`config.mk`:
```
export PLATFORM = sky130hd
export DESIGN_NAME = led_matrix_frame_refresh_top
export DESIGN_NICKNAME = d
export VERILOG_FILES = /design/src/hw/rtl/lmfr_pkg.sv /design/src/hw/rtl/led_matrix_frame_refresh_top.sv /design/src/hw/rtl/lmfr_front.sv /design/src/hw/rtl/lmfr_back.sv
export VERILOG_INCLUDE_DIRS = /design/src /design/src/hw/rtl
export SDC_FILE = /design/constraint.sdc
export NUM_CORES = 1
export LEC_CHECK = 0
export BUFFER_PORTS_ARGS = -buffer_cell sky130_fd_sc_hd__buf_2
export CAP_MARGIN = 20
export CORE_MARGIN = 4
export CORE_UTILIZATION = 55
export CTS_CLUSTER_SIZE = 12
export DETAILED_ROUTE_END_ITERATION = 10
export PLACE_DENSITY = 0.83
export SLEW_MARGIN = 10
export SYNTH_ARGS = -nofsm -noshare
export SYNTH_HDL_FRONTEND = slang
export SYNTH_SLANG_ARGS = --single-unit
```
`constraint.sdc`:
```
create_clock -name clk -period 6.8 [get_ports clk]
set_input_delay 1.36 -clock clk [delete_from_list [all_inputs] [get_ports clk]]
set_output_delay 1.36 -clock clk [all_outputs]
set_load 0.03 [all_outputs]
```
`src/hw/rtl/led_matrix_frame_refresh_top_macros.svh`:
```
// Assertion helpers used by the RTL file lmfr_back.sv.
// Each macro expects signals named clk and rst in the using module.
`ifndef LED_MATRIX_FRAME_REFRESH_TOP_MACROS_SVH
`define LED_MATRIX_FRAME_REFRESH_TOP_MACROS_SVH

// Consequent must hold in the same cycle as the antecedent.
`define LMFR_ASSERT_NOW(label, ante, cons, msg) \
  label: assert property (@(posedge clk) disable iff (rst) (ante) |-> (cons)) \
    else $error(msg);

// Consequent must hold in the cycle after the antecedent.
`define LMFR_ASSERT_NEXT(label, ante, cons, msg) \
  label: assert property (@(posedge clk) disable iff (rst) (ante) |=> (cons)) \
    else $error(msg);

`endif

```
`src/hw/rtl/lmfr_pkg.sv`:
```
`timescale 1ns / 1ps
package lmfr_pkg;

  // Command codes on the input channel
  localparam logic [2:0] CMD_TICK   = 3'd0;
  localparam logic [2:0] CMD_PIXEL  = 3'd1;
  localparam logic [2:0] CMD_WRROW  = 3'd2;
  localparam logic [2:0] CMD_RDROW  = 3'd3;
  localparam logic [2:0] CMD_CLEAR  = 3'd4;
  localparam logic [2:0] CMD_ENABLE = 3'd5;
  localparam logic [2:0] CMD_BRIGHT = 3'd6;

  // Register indexes on the configuration port
  localparam logic REG_REFRESH = 1'b0;
  localparam logic REG_ADDR    = 1'b1;

  // Reset values
  localparam logic [9:0] REFRESH_RESET = 10'd20;
  localparam logic [6:0] ADDR_RESET    = 7'd113;
  localparam logic [3:0] BRIGHT_RESET  = 4'd10;

  // Driver bytes
  localparam logic [7:0] BYTE_OSC_ON    = 8'h21;
  localparam logic [7:0] BYTE_DIM       = 8'hE0;
  localparam logic [7:0] BYTE_DISP_ON   = 8'h81;
  localparam logic [7:0] BYTE_DISP_OFF  = 8'h80;
  localparam logic [7:0] BYTE_FRAME_CMD = 8'h00;

  // Result kinds
  localparam logic KIND_BUS = 1'b0;
  localparam logic KIND_ROW = 1'b1;

  typedef enum logic [2:0] {
    OP_TICK,
    OP_PIXEL,
    OP_WRROW,
    OP_RDROW,
    OP_CLEAR,
    OP_ENABLE,
    OP_BRIGHT
  } op_t;

  typedef struct packed {
    op_t        op;
    logic       eye;
    logic [2:0] row;
    logic       row_ok;
    logic [2:0] col;
    logic       pixel_on;
    logic [7:0] row_value;
    logic       enable;
    logic [3:0] brightness;
  } cmd_t;

  typedef struct packed {
    logic       kind;
    logic [6:0] target_address;
    logic [7:0] data_byte;
    logic       transfer_end;
    logic       last;
  } res_t;

  typedef enum logic [1:0] {
    B_IDLE,
    B_ONE,
    B_ENABLE,
    B_FRAME
  } bstate_t;

endpackage

```
`src/hw/rtl/led_matrix_frame_refresh_top.sv`:
```
`timescale 1ns / 1ps
// Channel   Handshake                 Payload
// input     push / full               cmd eye row col pixel_on row_value enable brightness
// result    empty / pop               kind target_address data_byte transfer_end last
// config    psel penable pwrite paddr pwdata prdata pready (2 regs at 0x0, 0x4)
//
// A command is written into the two-entry front queue and is taken by the back
// sequencer once it is idle; each result then passes through the one-deep output
// register. A due, dirty tick sends the frame command byte and then the row bytes,
// an enable the oscillator, dimming and display-on bytes.
// Synchronous rst clears both frames, the flags and the queues; registers
// return to refresh 20 and address 113. full is high while both queue entries
// are held, as when the back part is busy or stalls on pop.
module led_matrix_frame_refresh_top
  import lmfr_pkg::*;
#(
  parameter int ROWS = 8
) (
  input  logic        clk,
  input  logic        rst,
  input  logic        push,
  output logic        full,
  input  logic [2:0]  cmd,
  input  logic        eye,
  input  logic [2:0]  row,
  input  logic [2:0]  col,
  input  logic        pixel_on,
  input  logic [7:0]  row_value,
  input  logic        enable,
  input  logic [3:0]  brightness,
  output logic        empty,
  input  logic        pop,
  output logic        kind,
  output logic [6:0]  target_address,
  output logic [7:0]  data_byte,
  output logic        transfer_end,
  output logic        last,
  input  logic        psel,
  input  logic        penable,
  input  logic        pwrite,
  input  logic [2:0]  paddr,
  input  logic [31:0] pwdata,
  output logic [31:0] prdata,
  output logic        pready
);

  logic [9:0] refresh_ms;
  logic [6:0] device_address;
  logic       cfg_wr;
  logic       q_valid;
  cmd_t       q_data;
  logic       q_take;

  assign pready = 1'b1;
  assign cfg_wr = psel && penable && pwrite && pready;

  always_ff @(posedge clk) begin
    if (rst) begin
      refresh_ms     <= REFRESH_RESET;
      device_address <= ADDR_RESET;
    end else if (cfg_wr) begin
      case (paddr[2])
        REG_REFRESH: refresh_ms     <= pwdata[9:0];
        REG_ADDR:    device_address <= pwdata[6:0];
        default:     refresh_ms     <= refresh_ms;
      endcase
    end
  end

  always_comb begin
    prdata = 32'd0;
    if (paddr[1:0] == 2'd0) begin
      case (paddr[2])
        REG_REFRESH: prdata = {22'd0, refresh_ms};
        REG_ADDR:    prdata = {25'd0, device_address};
        default:     prdata = 32'd0;
      endcase
    end
  end

  lmfr_front #(
    .ROWS(ROWS)
  ) u_front (
    .clk       (clk),
    .rst       (rst),
    .push      (push),
    .full      (full),
    .cmd       (cmd),
    .eye       (eye),
    .row       (row),
    .col       (col),
    .pixel_on  (pixel_on),
    .row_value (row_value),
    .enable    (enable),
    .brightness(brightness),
    .q_valid   (q_valid),
    .q_data    (q_data),
    .q_take    (q_take)
  );

  lmfr_back #(
    .ROWS(ROWS)
  ) u_back (
    .clk           (clk),
    .rst           (rst),
    .q_valid       (q_valid),
    .q_data        (q_data),
    .q_take        (q_take),
    .refresh_ms    (refresh_ms),
    .device_address(device_address),
    .empty         (empty),
    .pop           (pop),
    .kind          (kind),
    .target_address(target_address),
    .data_byte     (data_byte),
    .transfer_end  (transfer_end),
    .last          (last)
  );

endmodule

```
`src/hw/rtl/lmfr_front.sv`:
```
`timescale 1ns / 1ps
module lmfr_front
  import lmfr_pkg::*;
#(
  parameter int ROWS = 8
) (
  input  logic       clk,
  input  logic       rst,
  input  logic       push,
  output logic       full,
  input  logic [2:0] cmd,
  input  logic       eye,
  input  logic [2:0] row,
  input  logic [2:0] col,
  input  logic       pixel_on,
  input  logic [7:0] row_value,
  input  logic       enable,
  input  logic [3:0] brightness,
  output logic       q_valid,
  output cmd_t       q_data,
  input  logic       q_take
);

  cmd_t       ent [2];
  logic       rd_ptr;
  logic       wr_ptr;
  logic [1:0] count;
  logic [1:0] count_next;
  cmd_t       cls;
  logic       known;
  logic       accept;
  logic       wr_en;

  // Classify the item: decode the op and check the row range up front
  always_comb begin
    known          = 1'b1;
    cls.op         = OP_TICK;
    cls.eye        = eye;
    cls.row        = row;
    cls.row_ok     = ({1'b0, row} < 4'(ROWS));
    cls.col        = col;
    cls.pixel_on   = pixel_on;
    cls.row_value  = row_value;
    cls.enable     = enable;
    cls.brightness = brightness;
    case (cmd)
      CMD_TICK:   cls.op = OP_TICK;
      CMD_PIXEL:  cls.op = OP_PIXEL;
      CMD_WRROW:  cls.op = OP_WRROW;
      CMD_RDROW:  cls.op = OP_RDROW;
      CMD_CLEAR:  cls.op = OP_CLEAR;
      CMD_ENABLE: cls.op = OP_ENABLE;
      CMD_BRIGHT: cls.op = OP_BRIGHT;
      default:    known  = 1'b0;
    endcase
  end

  assign full    = (count == 2'd2);
  assign accept  = push && !full;
  // drop unused codes here: they have no effect
  assign wr_en   = accept && known;
  assign q_valid = (count != 2'd0);
  assign q_data  = ent[rd_ptr];

  always_comb begin
    count_next = count;
    if (wr_en && !(q_take && q_valid)) begin
      count_next = count + 2'd1;
    end else if (!wr_en && q_take && q_valid) begin
      count_next = count - 2'd1;
    end
  end

  always_ff @(posedge clk) begin
    if (rst) begin
      rd_ptr <= 1'b0;
      wr_ptr <= 1'b0;
      count  <= 2'd0;
    end else begin
      count <= count_next;
      if (wr_en) begin
        wr_ptr <= ~wr_ptr;
      end
      if (q_take && q_valid) begin
        rd_ptr <= ~rd_ptr;
      end
    end
  end

  always_ff @(posedge clk) begin
    if (wr_en) begin
      ent[wr_ptr] <= cls;
    end
  end

endmodule

```
`src/hw/rtl/lmfr_back.sv`:
```
`timescale 1ns / 1ps
`include "led_matrix_frame_refresh_top_macros.svh"
module lmfr_back
  import lmfr_pkg::*;
#(
  parameter int ROWS = 8
) (
  input  logic       clk,
  input  logic       rst,
  input  logic       q_valid,
  input  cmd_t       q_data,
  output logic       q_take,
  input  logic [9:0] refresh_ms,
  input  logic [6:0] device_address,
  output logic       empty,
  input  logic       pop,
  output logic       kind,
  output logic [6:0] target_address,
  output logic [7:0] data_byte,
  output logic       transfer_end,
  output logic       last
);

  logic [7:0] frame_rows [16];
  logic       dirty_flag;
  logic       enabled_flag;
  logic       bus_ready;
  logic [3:0] brightness_level;
  logic [9:0] refresh_countdown;
  bstate_t    state;
  bstate_t    state_next;
  logic [2:0] step;
  logic       hdr;
  logic       half;
  logic       one_kind;
  logic [7:0] one_data;
  res_t       out_q;
  logic       out_valid;
  res_t       res_next;
  logic       load;
  logic       out_free;
  logic [3:0] cidx;
  logic [7:0] pmask;

  assign out_free = !out_valid || pop;
  assign cidx     = {q_data.eye, q_data.row};
  assign pmask    = 8'b1 << q_data.col;

  // Next state
  always_comb begin
    state_next = state;
    case (state)
      B_IDLE: begin
        if (q_valid) begin
          case (q_data.op)
            OP_TICK: begin
              if (enabled_flag && refresh_countdown == 10'd0 && dirty_flag) begin
                state_next = B_FRAME;
              end
            end
            OP_RDROW:  state_next = B_ONE;
            OP_ENABLE: begin
              if (q_data.enable) begin
                state_next = B_ENABLE;
              end else if (bus_ready) begin
                state_next = B_ONE;
              end
            end
            OP_BRIGHT: begin
              if (enabled_flag) begin
                state_next = B_ONE;
              end
            end
            default: state_next = B_IDLE;
          endcase
        end
      end
      B_ONE: begin
        if (load) begin
          state_next = B_IDLE;
        end
      end
      B_ENABLE, B_FRAME: begin
        if (load && res_next.last) begin
          state_next = B_IDLE;
        end
      end
      default: state_next = B_IDLE;
    endcase
  end

  // Outputs of the sequencer
  always_comb begin
    q_take   = 1'b0;
    load     = 1'b0;
    res_next = '0;
    case (state)
      B_IDLE: q_take = q_valid;
      B_ONE: begin
        load                    = out_free;
        res_next.kind           = one_kind;
        res_next.target_address = (one_kind == KIND_ROW) ? 7'd0 : device_address;
        res_next.data_byte      = one_data;
        res_next.transfer_end   = (one_kind == KIND_BUS);
        res_next.last           = 1'b1;
      end
      B_ENABLE: begin
        load                    = out_free;
        res_next.kind           = KIND_BUS;
        res_next.target_address = device_address;
        res_next.transfer_end   = 1'b1;
        res_next.last           = (step == 3'd2);
        case (step)
          3'd0:    res_next.data_byte = BYTE_OSC_ON;
          3'd1:    res_next.data_byte = BYTE_DIM | {4'd0, brightness_level};
          default: res_next.data_byte = BYTE_DISP_ON;
        endcase
      end
      B_FRAME: begin
        load                    = out_free;
        res_next.kind           = KIND_BUS;
        res_next.target_address = device_address;
        res_next.data_byte      = hdr ? BYTE_FRAME_CMD : frame_rows[{half, step}];
        res_next.transfer_end   = !hdr && half && (step == 3'(ROWS - 1));
        res_next.last           = res_next.transfer_end;
      end
      default: q_take = 1'b0;
    endcase
  end

  always_ff @(posedge clk) begin
    if (rst) begin
      state             <= B_IDLE;
      out_valid         <= 1'b0;
      dirty_flag        <= 1'b0;
      enabled_flag      <= 1'b0;
      bus_ready         <= 1'b0;
      brightness_level  <= BRIGHT_RESET;
      refresh_countdown <= 10'd0;
      for (int i = 0; i < 16; i++) begin
        frame_rows[i] <= 8'd0;
      end
    end else begin
      state     <= state_next;
      out_valid <= load || (out_valid && !pop);
      if (q_take) begin
        case (q_data.op)
          OP_TICK: begin
            if (enabled_flag) begin
              if (refresh_countdown != 10'd0) begin
                refresh_countdown <= refresh_countdown - 10'd1;
              end else begin
                refresh_countdown <= (refresh_ms == 10'd0) ? 10'd0 : refresh_ms - 10'd1;
                if (dirty_flag) begin
                  dirty_flag <= 1'b0;
                  bus_ready  <= 1'b1;
                end
              end
            end
          end
          OP_PIXEL: begin
            if (q_data.row_ok) begin
              frame_rows[cidx] <= q_data.pixel_on ? (frame_rows[cidx] | pmask)
                                                  : (frame_rows[cidx] & ~pmask);
              dirty_flag <= 1'b1;
            end
          end
          OP_WRROW: begin
            if (q_data.row_ok) begin
              frame_rows[cidx] <= q_data.row_value;
              dirty_flag       <= 1'b1;
            end
          end
          OP_CLEAR: begin
            for (int i = 0; i < 16; i++) begin
              frame_rows[i] <= 8'd0;
            end
            dirty_flag <= 1'b1;
          end
          OP_ENABLE: begin
            enabled_flag <= q_data.enable;
            if (q_data.enable) begin
              dirty_flag        <= 1'b1;
              refresh_countdown <= 10'd0;
              bus_ready         <= 1'b1;
            end
          end
          OP_BRIGHT: begin
            brightness_level <= q_data.brightness;
            if (enabled_flag) begin
              bus_ready <= 1'b1;
            end
          end
          default: begin
          end
        endcase
      end
    end
  end

  // Sequencer payload: no reset needed
  always_ff @(posedge clk) begin
    if (load) begin
      out_q <= res_next;
    end
    if (q_take) begin
      step <= 3'd0;
      hdr  <= 1'b1;
      half <= 1'b0;
      case (q_data.op)
        OP_RDROW: begin
          one_kind <= KIND_ROW;
          one_data <= q_data.row_ok ? frame_rows[cidx] : 8'd0;
        end
        OP_ENABLE: begin
          one_kind <= KIND_BUS;
          one_data <= BYTE_DISP_OFF;
        end
        default: begin
          one_kind <= KIND_BUS;
          one_data <= BYTE_DIM | {4'd0, q_data.brightness};
        end
      endcase
    end else if (load) begin
      if (state == B_ENABLE) begin
        step <= step + 3'd1;
      end else if (state == B_FRAME) begin
        if (hdr) begin
          hdr <= 1'b0;
        end else begin
          // right half done: advance to next row pair
          half <= ~half;
          if (half) begin
            step <= step + 3'd1;
          end
        end
      end
    end
  end

  assign empty          = !out_valid;
  assign kind           = out_q.kind;
  assign target_address = out_q.target_address;
  assign data_byte      = out_q.data_byte;
  assign transfer_end   = out_q.transfer_end;
  assign last           = out_q.last;

  `LMFR_ASSERT_NEXT(a_last_to_idle, load && res_next.last, state == B_IDLE, "no return to idle")
  `LMFR_ASSERT_NOW(a_frame_clean, state == B_FRAME, !dirty_flag, "dirty during frame push")
  `LMFR_ASSERT_NEXT(a_load_valid, load, out_valid, "loaded result not shown")
  `LMFR_ASSERT_NOW(a_row_last, load && res_next.kind == KIND_ROW, res_next.last, "row read not last")
  `LMFR_ASSERT_NOW(a_take_idle, q_take, state == B_IDLE && !load, "command taken while busy")

endmodule

```
==> metrics.txt, run 1 <==
GRT Util Overall=25.0%; RSZ-0062 raised after global routing=no; max cap viols=0; CTS tree=built; Power Total=4.16 mW; Post-Place Cells=1469; Final Skew=0.0168 ns; Worst VDD drop=0.000231 V; crit path kind=reg -> reg; non-filler cells in the finished layout=1514; initial antenna violation count=1; Routed Antenna Nets=0; PnR worst setup slack=3.12 ns; GRT Residual Overflow=0; wire per inst=22.2 µm; Initial Util=55.7%; syn avg cell area=11.5 µm²; DR vias=9829; largest net degree at the start of global routing=66; Core Box Area=23400 µm²; TritonCTS Sinks=250; Max Clk Rate=0.272 GHz; Internal=2.89 mW; Most used DFF post-synth=edfxtp_1; cells along the critical path=buf_4 > nor3b_1 > a31oi_1 > or4_1 > nor2_2 > a2111oi_4 > nor3_1; # nets final=1254; PwrDens=291 nW/µm²; Horiz. Die Dim=162 µm; HP Class=reg -> reg; CP peak stage delay=0.98 ns; final core occ=61.1%; number of synthesized flops with an enable pin=203; post-synth cell types=76; cell count after synthesis=1129; worst slew pin tran=1.08 ns; max-slew violation count=0; worst path required time=7.03 ns; diode count=0; run status=finished, final reports clean; Die Ht=162 µm; maximum fanout along the worst path=65; Flop pwr share=43.8%; Post-CTS Resized=0; max_slew headroom=28.3%; Final GP Congestion=0.904; Synth Register Bits=250; register area share after synthesis=54.0%; Initial DRC Count=1270; Setup crit start kind=register; cts bufs inserted=26; final hold viol count=0; endpoint type of the worst setup path=register; drt drc=0; global-route wire length before repair=51900 µm; Clk network pwr share=33.0%; Sw Pwr=1.27 mW; fill cell count=1861; Final TNS setup=0 ns; post-DP HPWL=22900 µm; Longest Clk Path Bufs=3; synthesized area=13000 µm²; input/output buffers=73; vias in the first global route=9515; crit path DAT=3.91 ns; Synth async-reset ratio=0%; Gate power share=23.2%; CTS clk-pin slew, worst paths=0.06 ns; total die area=26200 µm²; Final period util=54.1%; Hold WS=0.467 ns; first-pass iteration count of the detailed router=6; buffer count from post-CTS setup fixing=0; Hold-fix buffers, CTS=0; min Tclk post-route=3.68 ns; final WL=33600 µm; Setup Viol. Count Final=0; switching share of power=30.4%; Syn. warnings=0; CTS root buffer=clkbuf_16; Area Growth Syn to Fin=9.65%; # IOs=119; Placed Area=13500 µm²; Worst-Skew Late Latency=0.53 ns; Finished Cell Area=14300 µm²; H-tree depth=1; leakage=4.90 nW; CP max stage cell=a2111oi_4; Setup WS pre-CTS=2.56 ns; Vias per Instance=6.49; layout cells sized above 1=19.8%; site row count=56
-- critical path, delay by kind of cell, from the launching register on --
family                 cells  cell delay, ns
DFF                        1            0.31
AOI/OAI and AO/OA          2            1.51
buffers and inverters      1            0.54
and+or+nand+nor            4            0.99
-- synth_stat cells, drive strengths merged (8+ instances only) --
master | n | area share, %
or4 | 9 | 0.60
nor2 | 81 | 2.4
mux2 | 9 | 0.81
a22oi | 18 | 1.1
nand2b | 8 | 0.38
a221oi | 8 | 0.99
o22ai | 31 | 1.5
or3 | 11 | 0.53
o31ai | 9 | 0.52
nand3 | 20 | 0.77
a21oi | 51 | 2.0
mux4 | 40 | 6.9
edfxtp | 203 | 47
nor2b | 13 | 0.62
nand2 | 115 | 3.3
clkbuf | 21 | 0.60
inv | 23 | 0.66
nor3 | 162 | 7.5
o21ai | 52 | 2.1
dfxtp | 47 | 7.2
buf | 65 | 3.4
mux2i | 23 | 1.8
ha | 8 | 0.77
xnor2 | 11 | 0.74
-- power by group through the flow --
| stage | Clock, mW | Sequential (mW) | Combinational, mW |
|---|---|---|---|
| floorplan | 0 | 1.86 | 0.698 |
| global placement | 0 | 1.85 | 0.914 |
| detailed placement | 0 | 1.85 | 0.934 |
| CTS | 1.38 | 1.82 | 0.941 |
| global route | 1.44 | 1.83 | 1.02 |
| finish | 1.37 | 1.82 | 0.964 |
-- final cells by class --
class	count	area (µm²)	area share (%)
Sequential cell	250	7040	49.3
Multi-Input combinational cell	789	5470	38.3
Clock buffer	39	762	5.33
Timing Repair Buffer	88	482	3.37
Tap cell	319	399	2.79
Inverter	25	93.8	0.657
Clock inverter	4	41.3	0.289
-- final timing paths --
check | slack, ns | start | end | cells past startpoint
min | 0.47 | u_back.bus_ready | u_back.bus_ready | 2
max reg2reg | 3.12 | register | u_back.frame_rows[8][1] | 7
max | 3.12 | register | u_back.frame_rows[8][1] | 7
min reg2reg | 0.47 | u_back.bus_ready | u_back.bus_ready | 2
-- flip-flops by register name, indices dropped and copies added (netlist names), 2 cells and up, named ones only --
name,flops
u_back.target_address,7
u_back.refresh_countdown,10
u_back.step,3
u_front.ent,48
u_back.data_byte,8
u_front.count,2
u_back.brightness_level,4
u_back.one_data,8
device_address,7
refresh_ms,10
u_back.state,2
u_back.frame_rows,128
-- cells in the final DEF, fill, tap and decap left out, types with 9 or more instances in the layout --
master,count
edfxtp_1,203
nor3_1,129
nand2_1,115
buf_2,73
nor2_1,72
a21oi_1,50
dfxtp_1,45
mux4_2,40
o21ai_0,37
nor3_2,33
o22ai_1,30
clkbuf_16,28
inv_1,23
mux2i_1,23
conb_1,23
nand3_1,20
a22oi_1,17
buf_4,14
nor2b_1,13
or3_1,11
xnor2_1,11
o21ai_1,10
nor2_2,9
o31ai_1,9
clkbuf_1,9
-- per-layer routing --
layer  routed length [µm]  vias to the layer above  track usage [%]
li1                     -                     4368                -
met1                11900                     4710             30.6
met2                16600                      655             42.8
met3                 3790                       94             6.42
met4                 1210                        2             9.84
met5                    9                        -                0
-- cells by family after synthesis --
| family | share of synthesized area [%] |
|---|---|
| buf+inv | 4.70 |
| other cells | 0.0576 |
| mux | 9.49 |
| simple gates | 18.2 |
| flops | 54.0 |
| xor+xnor | 1.21 |
| fa+ha+maj | 0.768 |
| compound gates | 11.6 |
No activity file was read; power rests on OpenSTA's default activity.
==> run 2: changes to the inputs <==
Settings changed: CORE_UTILIZATION 55 to 54, PLACE_DENSITY 0.83 to 0.84.
Clock period 6.8 ns to 3.16 ns, I/O delays scaled along.
==> run 2 against run 1 <==
Against the previous run:
- worst hold slack worse by 0.18 ns
- combinational power is 150% higher
- sequential power is 120% higher
- first-iteration DRC count is 18% higher
- power is 120% higher
- wire length is 6.8% higher
- global-route usage is 1.5 points higher
- critical path type unchanged
- largest power group unchanged
==> metrics.txt, run 2 (synthesis gave the netlist of run 1 again) <==
first-pass iteration count of the detailed router=7 (was 6); drt drc=0 (unchanged); Longest Clk Path Bufs=3 (unchanged); Flop pwr share=43.8% (about the same); Top reg by flops=u_back.frame_rows (unchanged); R2R Setup Slk=0.06 ns (was 3.12 ns); final WL=35900 µm (was 33600 µm); Clk network pwr share=29.6% (was 33.0%); fill cell count=1773 (was 1861); Hold WS=0.286 ns (was 0.467 ns); Sw Pwr=2.82 mW (was 1.27 mW); final core occ=62.5% (was 61.1%); DR vias=10200 (was 9829); Area Growth Syn to Fin=13.3% (was 9.65%); cts bufs inserted=25 (was 26); CP Launch Point=u_front.ent[0][18]; Max Clk Rate=0.323 GHz (was 0.272 GHz); Worst-Skew Late Latency=0.54 ns (was 0.53 ns); Setup crit start kind=register (unchanged); reg2reg end=u_back.frame_rows[5][4] (was u_back.frame_rows[8][1]); layout cells sized above 1=23.8% (was 19.8%); TritonCTS Sinks=250 (unchanged); worst r2r src=u_front.ent[0][18]; Initial Util=55.2% (was 55.7%); input/output buffers=73 (unchanged); Horiz. Die Dim=163 µm (was 162 µm); Core Box Area=23600 µm² (was 23400 µm²); Die Ht=163 µm (was 162 µm); max reg flops=128 (unchanged); Vias per Instance=6.50 (was 6.49); max_slew headroom=37.8% (was 28.3%); Setup Viol. Count Final=0 (unchanged); # IOs=119 (unchanged); Final period util=98.0% (was 54.1%); worst slew pin tran=0.933 ns (was 1.08 ns); switching share of power=31.4% (was 30.4%); max cap viols=0 (unchanged); Worst R2R Path Depth=9 (was 7); wire per inst=22.8 µm (was 22.2 µm); worst path required time=3.44 ns (was 7.03 ns); CTS clk-pin slew, worst paths=0.06 ns (about the same); register area=7040 µm² (unchanged); GRT Util Overall=26.6% (was 25.0%); Initial DRC Count=1499 (was 1270); CTS root buffer=clkbuf_16 (unchanged); initial antenna violation count=1 (unchanged); most frequent cells in the layout=203 x edfxtp_1, 129 x nor3_1, 115 x nand2_1, 73 x nor2_1, 73 x buf_2 (was 203 x edfxtp_1, 129 x nor3_1, 115 x nand2_1, 73 x buf_2, 72 x nor2_1); run status=finished, final reports clean (unchanged); largest registers=u_back.frame_rows (128), u_front.ent (48) (unchanged); Hold-fix buffers, CTS=0 (unchanged); Worst VDD drop=0.000531 V (was 0.000231 V); site row count=56 (unchanged); post-DP HPWL=24800 µm (was 22900 µm); HP Class=in -> reg (was reg -> reg); leakage=5.19 nW (was 4.90 nW); maximum fanout along the worst path=16 (was 65); Final TNS setup=0 ns (unchanged); diode count=0 (unchanged); CP Capture Point=u_back.frame_rows[5][4] (was u_back.frame_rows[8][1]); H-tree depth=1 (unchanged); crit path DAT=3.38 ns (was 3.91 ns); Gate power share=26.6% (was 23.2%); Final Skew=0.0261 ns (was 0.0168 ns); GRT Residual Overflow=0 (unchanged); min Tclk post-route=3.10 ns (was 3.68 ns); CTS tree=built (unchanged); total die area=26700 µm² (was 26200 µm²); PwrDens=607 nW/µm² (was 291 nW/µm²); global-route wire length before repair=55000 µm (was 51900 µm); Internal=6.15 mW (was 2.89 mW); vias in the first global route=9929 (was 9515); # nets final=1317 (was 1254); Routed Antenna Nets=0 (unchanged); RSZ-0062 raised after global routing=no (unchanged); max-slew violation count=0 (unchanged); commonest non-fill, non-tap cell in the layout=edfxtp_1 (unchanged); final hold viol count=0 (unchanged); Final GP Congestion=0.944 (was 0.904); endpoint type of the worst setup path=register (unchanged); largest net degree at the start of global routing=33 (was 66); multi-input logic area=5470 µm² (about the same); crit path kind=reg -> reg (unchanged)
-- run 2: changes by cell type in the layout (fill, tap and decap cells not counted), sizes merged --
cell and delta:
buf +64, clkbuf -5, bufinv -1, inv +1
-- run 2: power groups by stage --
stage	clock (mW)	combinational, mW	sequential [mW]
floorplan	0	1.50	4.01
global placement	0	2.24	3.97
detailed placement	0	2.29	3.99
CTS	2.67	2.31	3.92
global route	2.80	2.51	3.94
finish	2.65	2.39	3.93
-- run 2: critical path: stages (launching register included) --
cell	delay (ns)
edfxtp_1	0.46
nand2b_1	0.21
o22a_1	0.46
buf_4	0.28
o22ai_1	0.19
nor3_1	0.09
or4_1	0.59
a221oi_4	0.29
buf_12	0.20
nor3_1	0.07
-- run 2: routing by layer --
| layer | wire length (µm) | vias to the layer above | global-route usage (%) |
|---|---|---|---|
| li1 | - | 4482 | - |
| met1 | 12700 | 4856 | 33.8 |
| met2 | 17000 | 717 | 43.6 |
| met3 | 4280 | 165 | 6.54 |
| met4 | 1850 | 2 | 11.4 |
| met5 | 11 | - | 0 |
-- run 2: area by class of cell --
type                       count  area share (%)
clock buffer                  34            4.53
clock inverter                 4           0.153
inverter                      25           0.635
multi-input combinational    789            37.0
sequential                   250            47.7
tap                          319            2.70
timing repair buffer         152            7.28
-- run 2: repair_timing --
item,CTS,global route
setup buffers,0,2
setup endpoints to repair,0,17
gates resized for setup,0,1
hold endpoints to repair,0,0
-- run 2: worst min path at each step --
stage                                     to  slack, ns  cells past startpoint               from
after floorplan             u_back.bus_ready       0.43                      2   u_back.bus_ready
after global placement      u_back.bus_ready       0.45                      2   u_back.bus_ready
after detailed placement   device_address[2]       0.47                      2  device_address[2]
after CTS                  u_front.ent[0][8]       0.27                      1       row_value[3]
after global routing      u_front.ent[0][20]       0.28                      1                eye
final                      u_front.ent[0][0]       0.29                      1      brightness[0]
-- run 2: per-stage QoR --
step / power, mW / setup WS (ns) / std cells / area [µm²]
after global routing: 9.25 / 0.0733 / 1573 / 14800
after detailed placement: 6.28 / 0.0870 / 1532 / 14000
after CTS: 8.89 / 0.00694 / 1570 / 14700
after floorplan: 5.51 / 0.617 / 1150 / 13100
after global placement: 6.21 / 0.205 / 1532 / 14000
final: 8.97 / 0.0625 / 1573 / 14800
==> run 3: changes to the inputs <==
Settings changed: CTS_BUF_LIST set to sky130_fd_sc_hd__clkbuf_16, PLACE_DENSITY 0.84 to 0.76.
==> run 3 against run 2 <==
Against the previous run:
- wire length decreased by 4.3%
- critical endpoint is now u_back.frame_rows[9][6]
- final cell count decreased by 0.25%
- largest cell class unchanged
- clock-buffer cell count decreased by 7
- die area unchanged
- via count decreased by 3.4%
- sequential share of layout area about the same
==> metrics.txt, run 3 (synthesis gave the netlist of run 1 again) <==
min Tclk post-route=3.02 ns (was 3.10 ns); drt drc=0 (unchanged); layout cells sized above 1=23.6% (was 23.8%); global-route wire length before repair=52700 µm (was 55000 µm); HP Class=in -> reg (unchanged); Final period util=95.5% (was 98.0%); Max Clk Rate=0.332 GHz (was 0.323 GHz); leakage=5.21 nW (was 5.19 nW); Flop pwr share=44.0% (was 43.8%); maximum fanout along the worst path=19 (was 16); commonest non-fill, non-tap cell in the layout=edfxtp_1 (unchanged); TritonCTS Sinks=250 (unchanged); final hold viol count=0 (unchanged); largest net degree at the start of global routing=37 (was 33); largest registers=u_back.frame_rows (128), u_front.ent (48) (unchanged); Vias per Instance=6.29 (was 6.50); final core occ=62.5% (about the same); worst path required time=3.33 ns (was 3.44 ns); fill cell count=1851 (was 1773); run status=finished, final reports clean (unchanged); non-filler cells in the finished layout=1569 (was 1573); CTS clk-pin slew, worst paths=0.06 ns (about the same); CP max stage cell=dfxtp_2 (was or4_1); Setup Viol. Count Final=0 (unchanged); Top reg by flops=u_back.frame_rows (unchanged); Largest delay share family, worst path=simple AND/OR/NAND/NOR gates (unchanged); max-slew violation count=0 (unchanged); Worst-Skew Late Latency=0.55 ns (was 0.54 ns); Hold-fix buffers, CTS=0 (unchanged); Final Skew=0.0298 ns (was 0.0261 ns); PwrDens=606 nW/µm² (was 607 nW/µm²); RSZ-0062 raised after global routing=no (unchanged); worst slew pin tran=1.03 ns (was 0.933 ns); Worst VDD drop=0.000429 V (was 0.000531 V); HP Start=eye (was brightness[0]); Final GP Congestion=0.939 (was 0.944); Sw Pwr=2.78 mW (was 2.82 mW); Horiz. Die Dim=163 µm (unchanged); buffers plus inverters on the worst setup path=2 (unchanged); # nets final=1309 (was 1317); crit path kind=reg -> reg (unchanged); input/output buffers=73 (unchanged); Initial Util=55.2% (unchanged); most frequent cells in the layout=203 x edfxtp_1, 129 x nor3_1, 115 x nand2_1, 73 x buf_2, 72 x nor2_1 (was 203 x edfxtp_1, 129 x nor3_1, 115 x nand2_1, 73 x nor2_1, 73 x buf_2); cells along the critical path=buf_4 > buf_4 > mux2_2 > or4_4 > nor2_2 > nand2_1 > nand2_1 (was nand2b_1 > o22a_1 > buf_4 > o22ai_1 > nor3_1 > or4_1 > a221oi_4 > buf_12 > nor3_1); # IOs=119 (unchanged); CP peak stage delay=0.53 ns (was 0.59 ns); Internal=6.17 mW (was 6.15 mW); post-DP HPWL=24100 µm (was 24800 µm); DR vias=9872 (was 10200); Initial DRC Count=1155 (was 1499); max reg flops=128 (unchanged); Setup crit start kind=register (unchanged); max cap viols=0 (unchanged); Final TNS setup=0 ns (unchanged); max_slew headroom=31.2% (was 37.8%); total die area=26700 µm² (unchanged); final WL=34300 µm (was 35900 µm); GRT Util Overall=25.4% (was 26.6%); first-pass iteration count of the detailed router=5 (was 7); Routed Antenna Nets=0 (unchanged); CTS tree=built (unchanged); Longest Clk Path Bufs=3 (unchanged); GRT Residual Overflow=0 (unchanged); Die Ht=163 µm (unchanged); Area Growth Syn to Fin=13.2% (was 13.3%); vias in the first global route=9543 (was 9929); wire per inst=21.9 µm (was 22.8 µm); Post-Place Cells=1525 (was 1532); Core Box Area=23600 µm² (unchanged); cts bufs inserted=26 (was 25); number of cells on the critical path=7 (was 9); Gate power share=25.3% (was 26.6%); CTS root buffer=clkbuf_16 (unchanged); Worst R2R Path Depth=7 (was 9); site row count=56 (unchanged); switching share of power=31.1% (was 31.4%); H-tree depth=1 (unchanged); crit path DAT=3.18 ns (was 3.38 ns); Hold Path Stages=1 (unchanged); endpoint type of the worst setup path=register (unchanged); Clk network pwr share=30.8% (was 29.6%); initial antenna violation count=0 (was 1)
run 3: final timing paths:
path                             endpoint  slack [ns]
hold / removal         u_front.ent[1][20]        0.27
hold reg to reg         device_address[1]        0.47
setup reg to reg  u_back.frame_rows[9][6]        0.14
setup / recovery  u_back.frame_rows[9][6]        0.14
run 3: what timing repair did:
action,in CTS,in global routing
buffers inserted,0,0
resized for setup,0,4
hold endpoints to repair,0,0
endpoints found under the setup margin,0,36
run 3: area by class of cell:
cell class / instances / area, µm² / share of cell area, %
Sequential cell: 250 / 7040 / 47.7
Inverter: 25 / 93.8 / 0.636
Timing Repair Buffer: 143 / 988 / 6.70
Clock inverter: 15 / 73.8 / 0.500
Antenna cell: 1 / 2.50 / 0.0170
Tap cell: 319 / 399 / 2.70
Clock buffer: 27 / 676 / 4.58
Multi-Input combinational cell: 789 / 5480 / 37.2
run 3: per-stage QoR:
| step | hold WS (ns) | power (mW) | setup slack, ns | area [µm²] |
|---|---|---|---|---|
| 2_1_floorplan | 0.428 | 5.51 | 0.617 | 13100 |
| 3_5_place_dp | 0.463 | 6.20 | 0.117 | 14000 |
| 3_3_place_gp | 0.449 | 6.14 | 0.173 | 13900 |
| 6_report | 0.266 | 8.95 | 0.144 | 14800 |
| 5_1_grt | 0.257 | 9.27 | 0.00937 | 14800 |
| 4_1_cts | 0.258 | 8.93 | 0.118 | 14700 |
run 3: power groups by stage:
stage	Clock (mW)	Combinational (mW)	Sequential, mW
detailed placement	0	2.20	4.00
finish	2.75	2.26	3.93
floorplan	0	1.50	4.01
global route	2.92	2.39	3.95
CTS	2.78	2.22	3.93
global placement	0	2.15	3.99
run 3: layer usage:
metal | vias to the layer above | routed length (µm) | track usage, %
met2 | 538 | 16600 | 43.4
met3 | 102 | 3370 | 5.17
li1 | 4470 | - | -
met4 | 0 | 1410 | 9.57
met1 | 4762 | 12900 | 32.2
met5 | - | 0 | 0
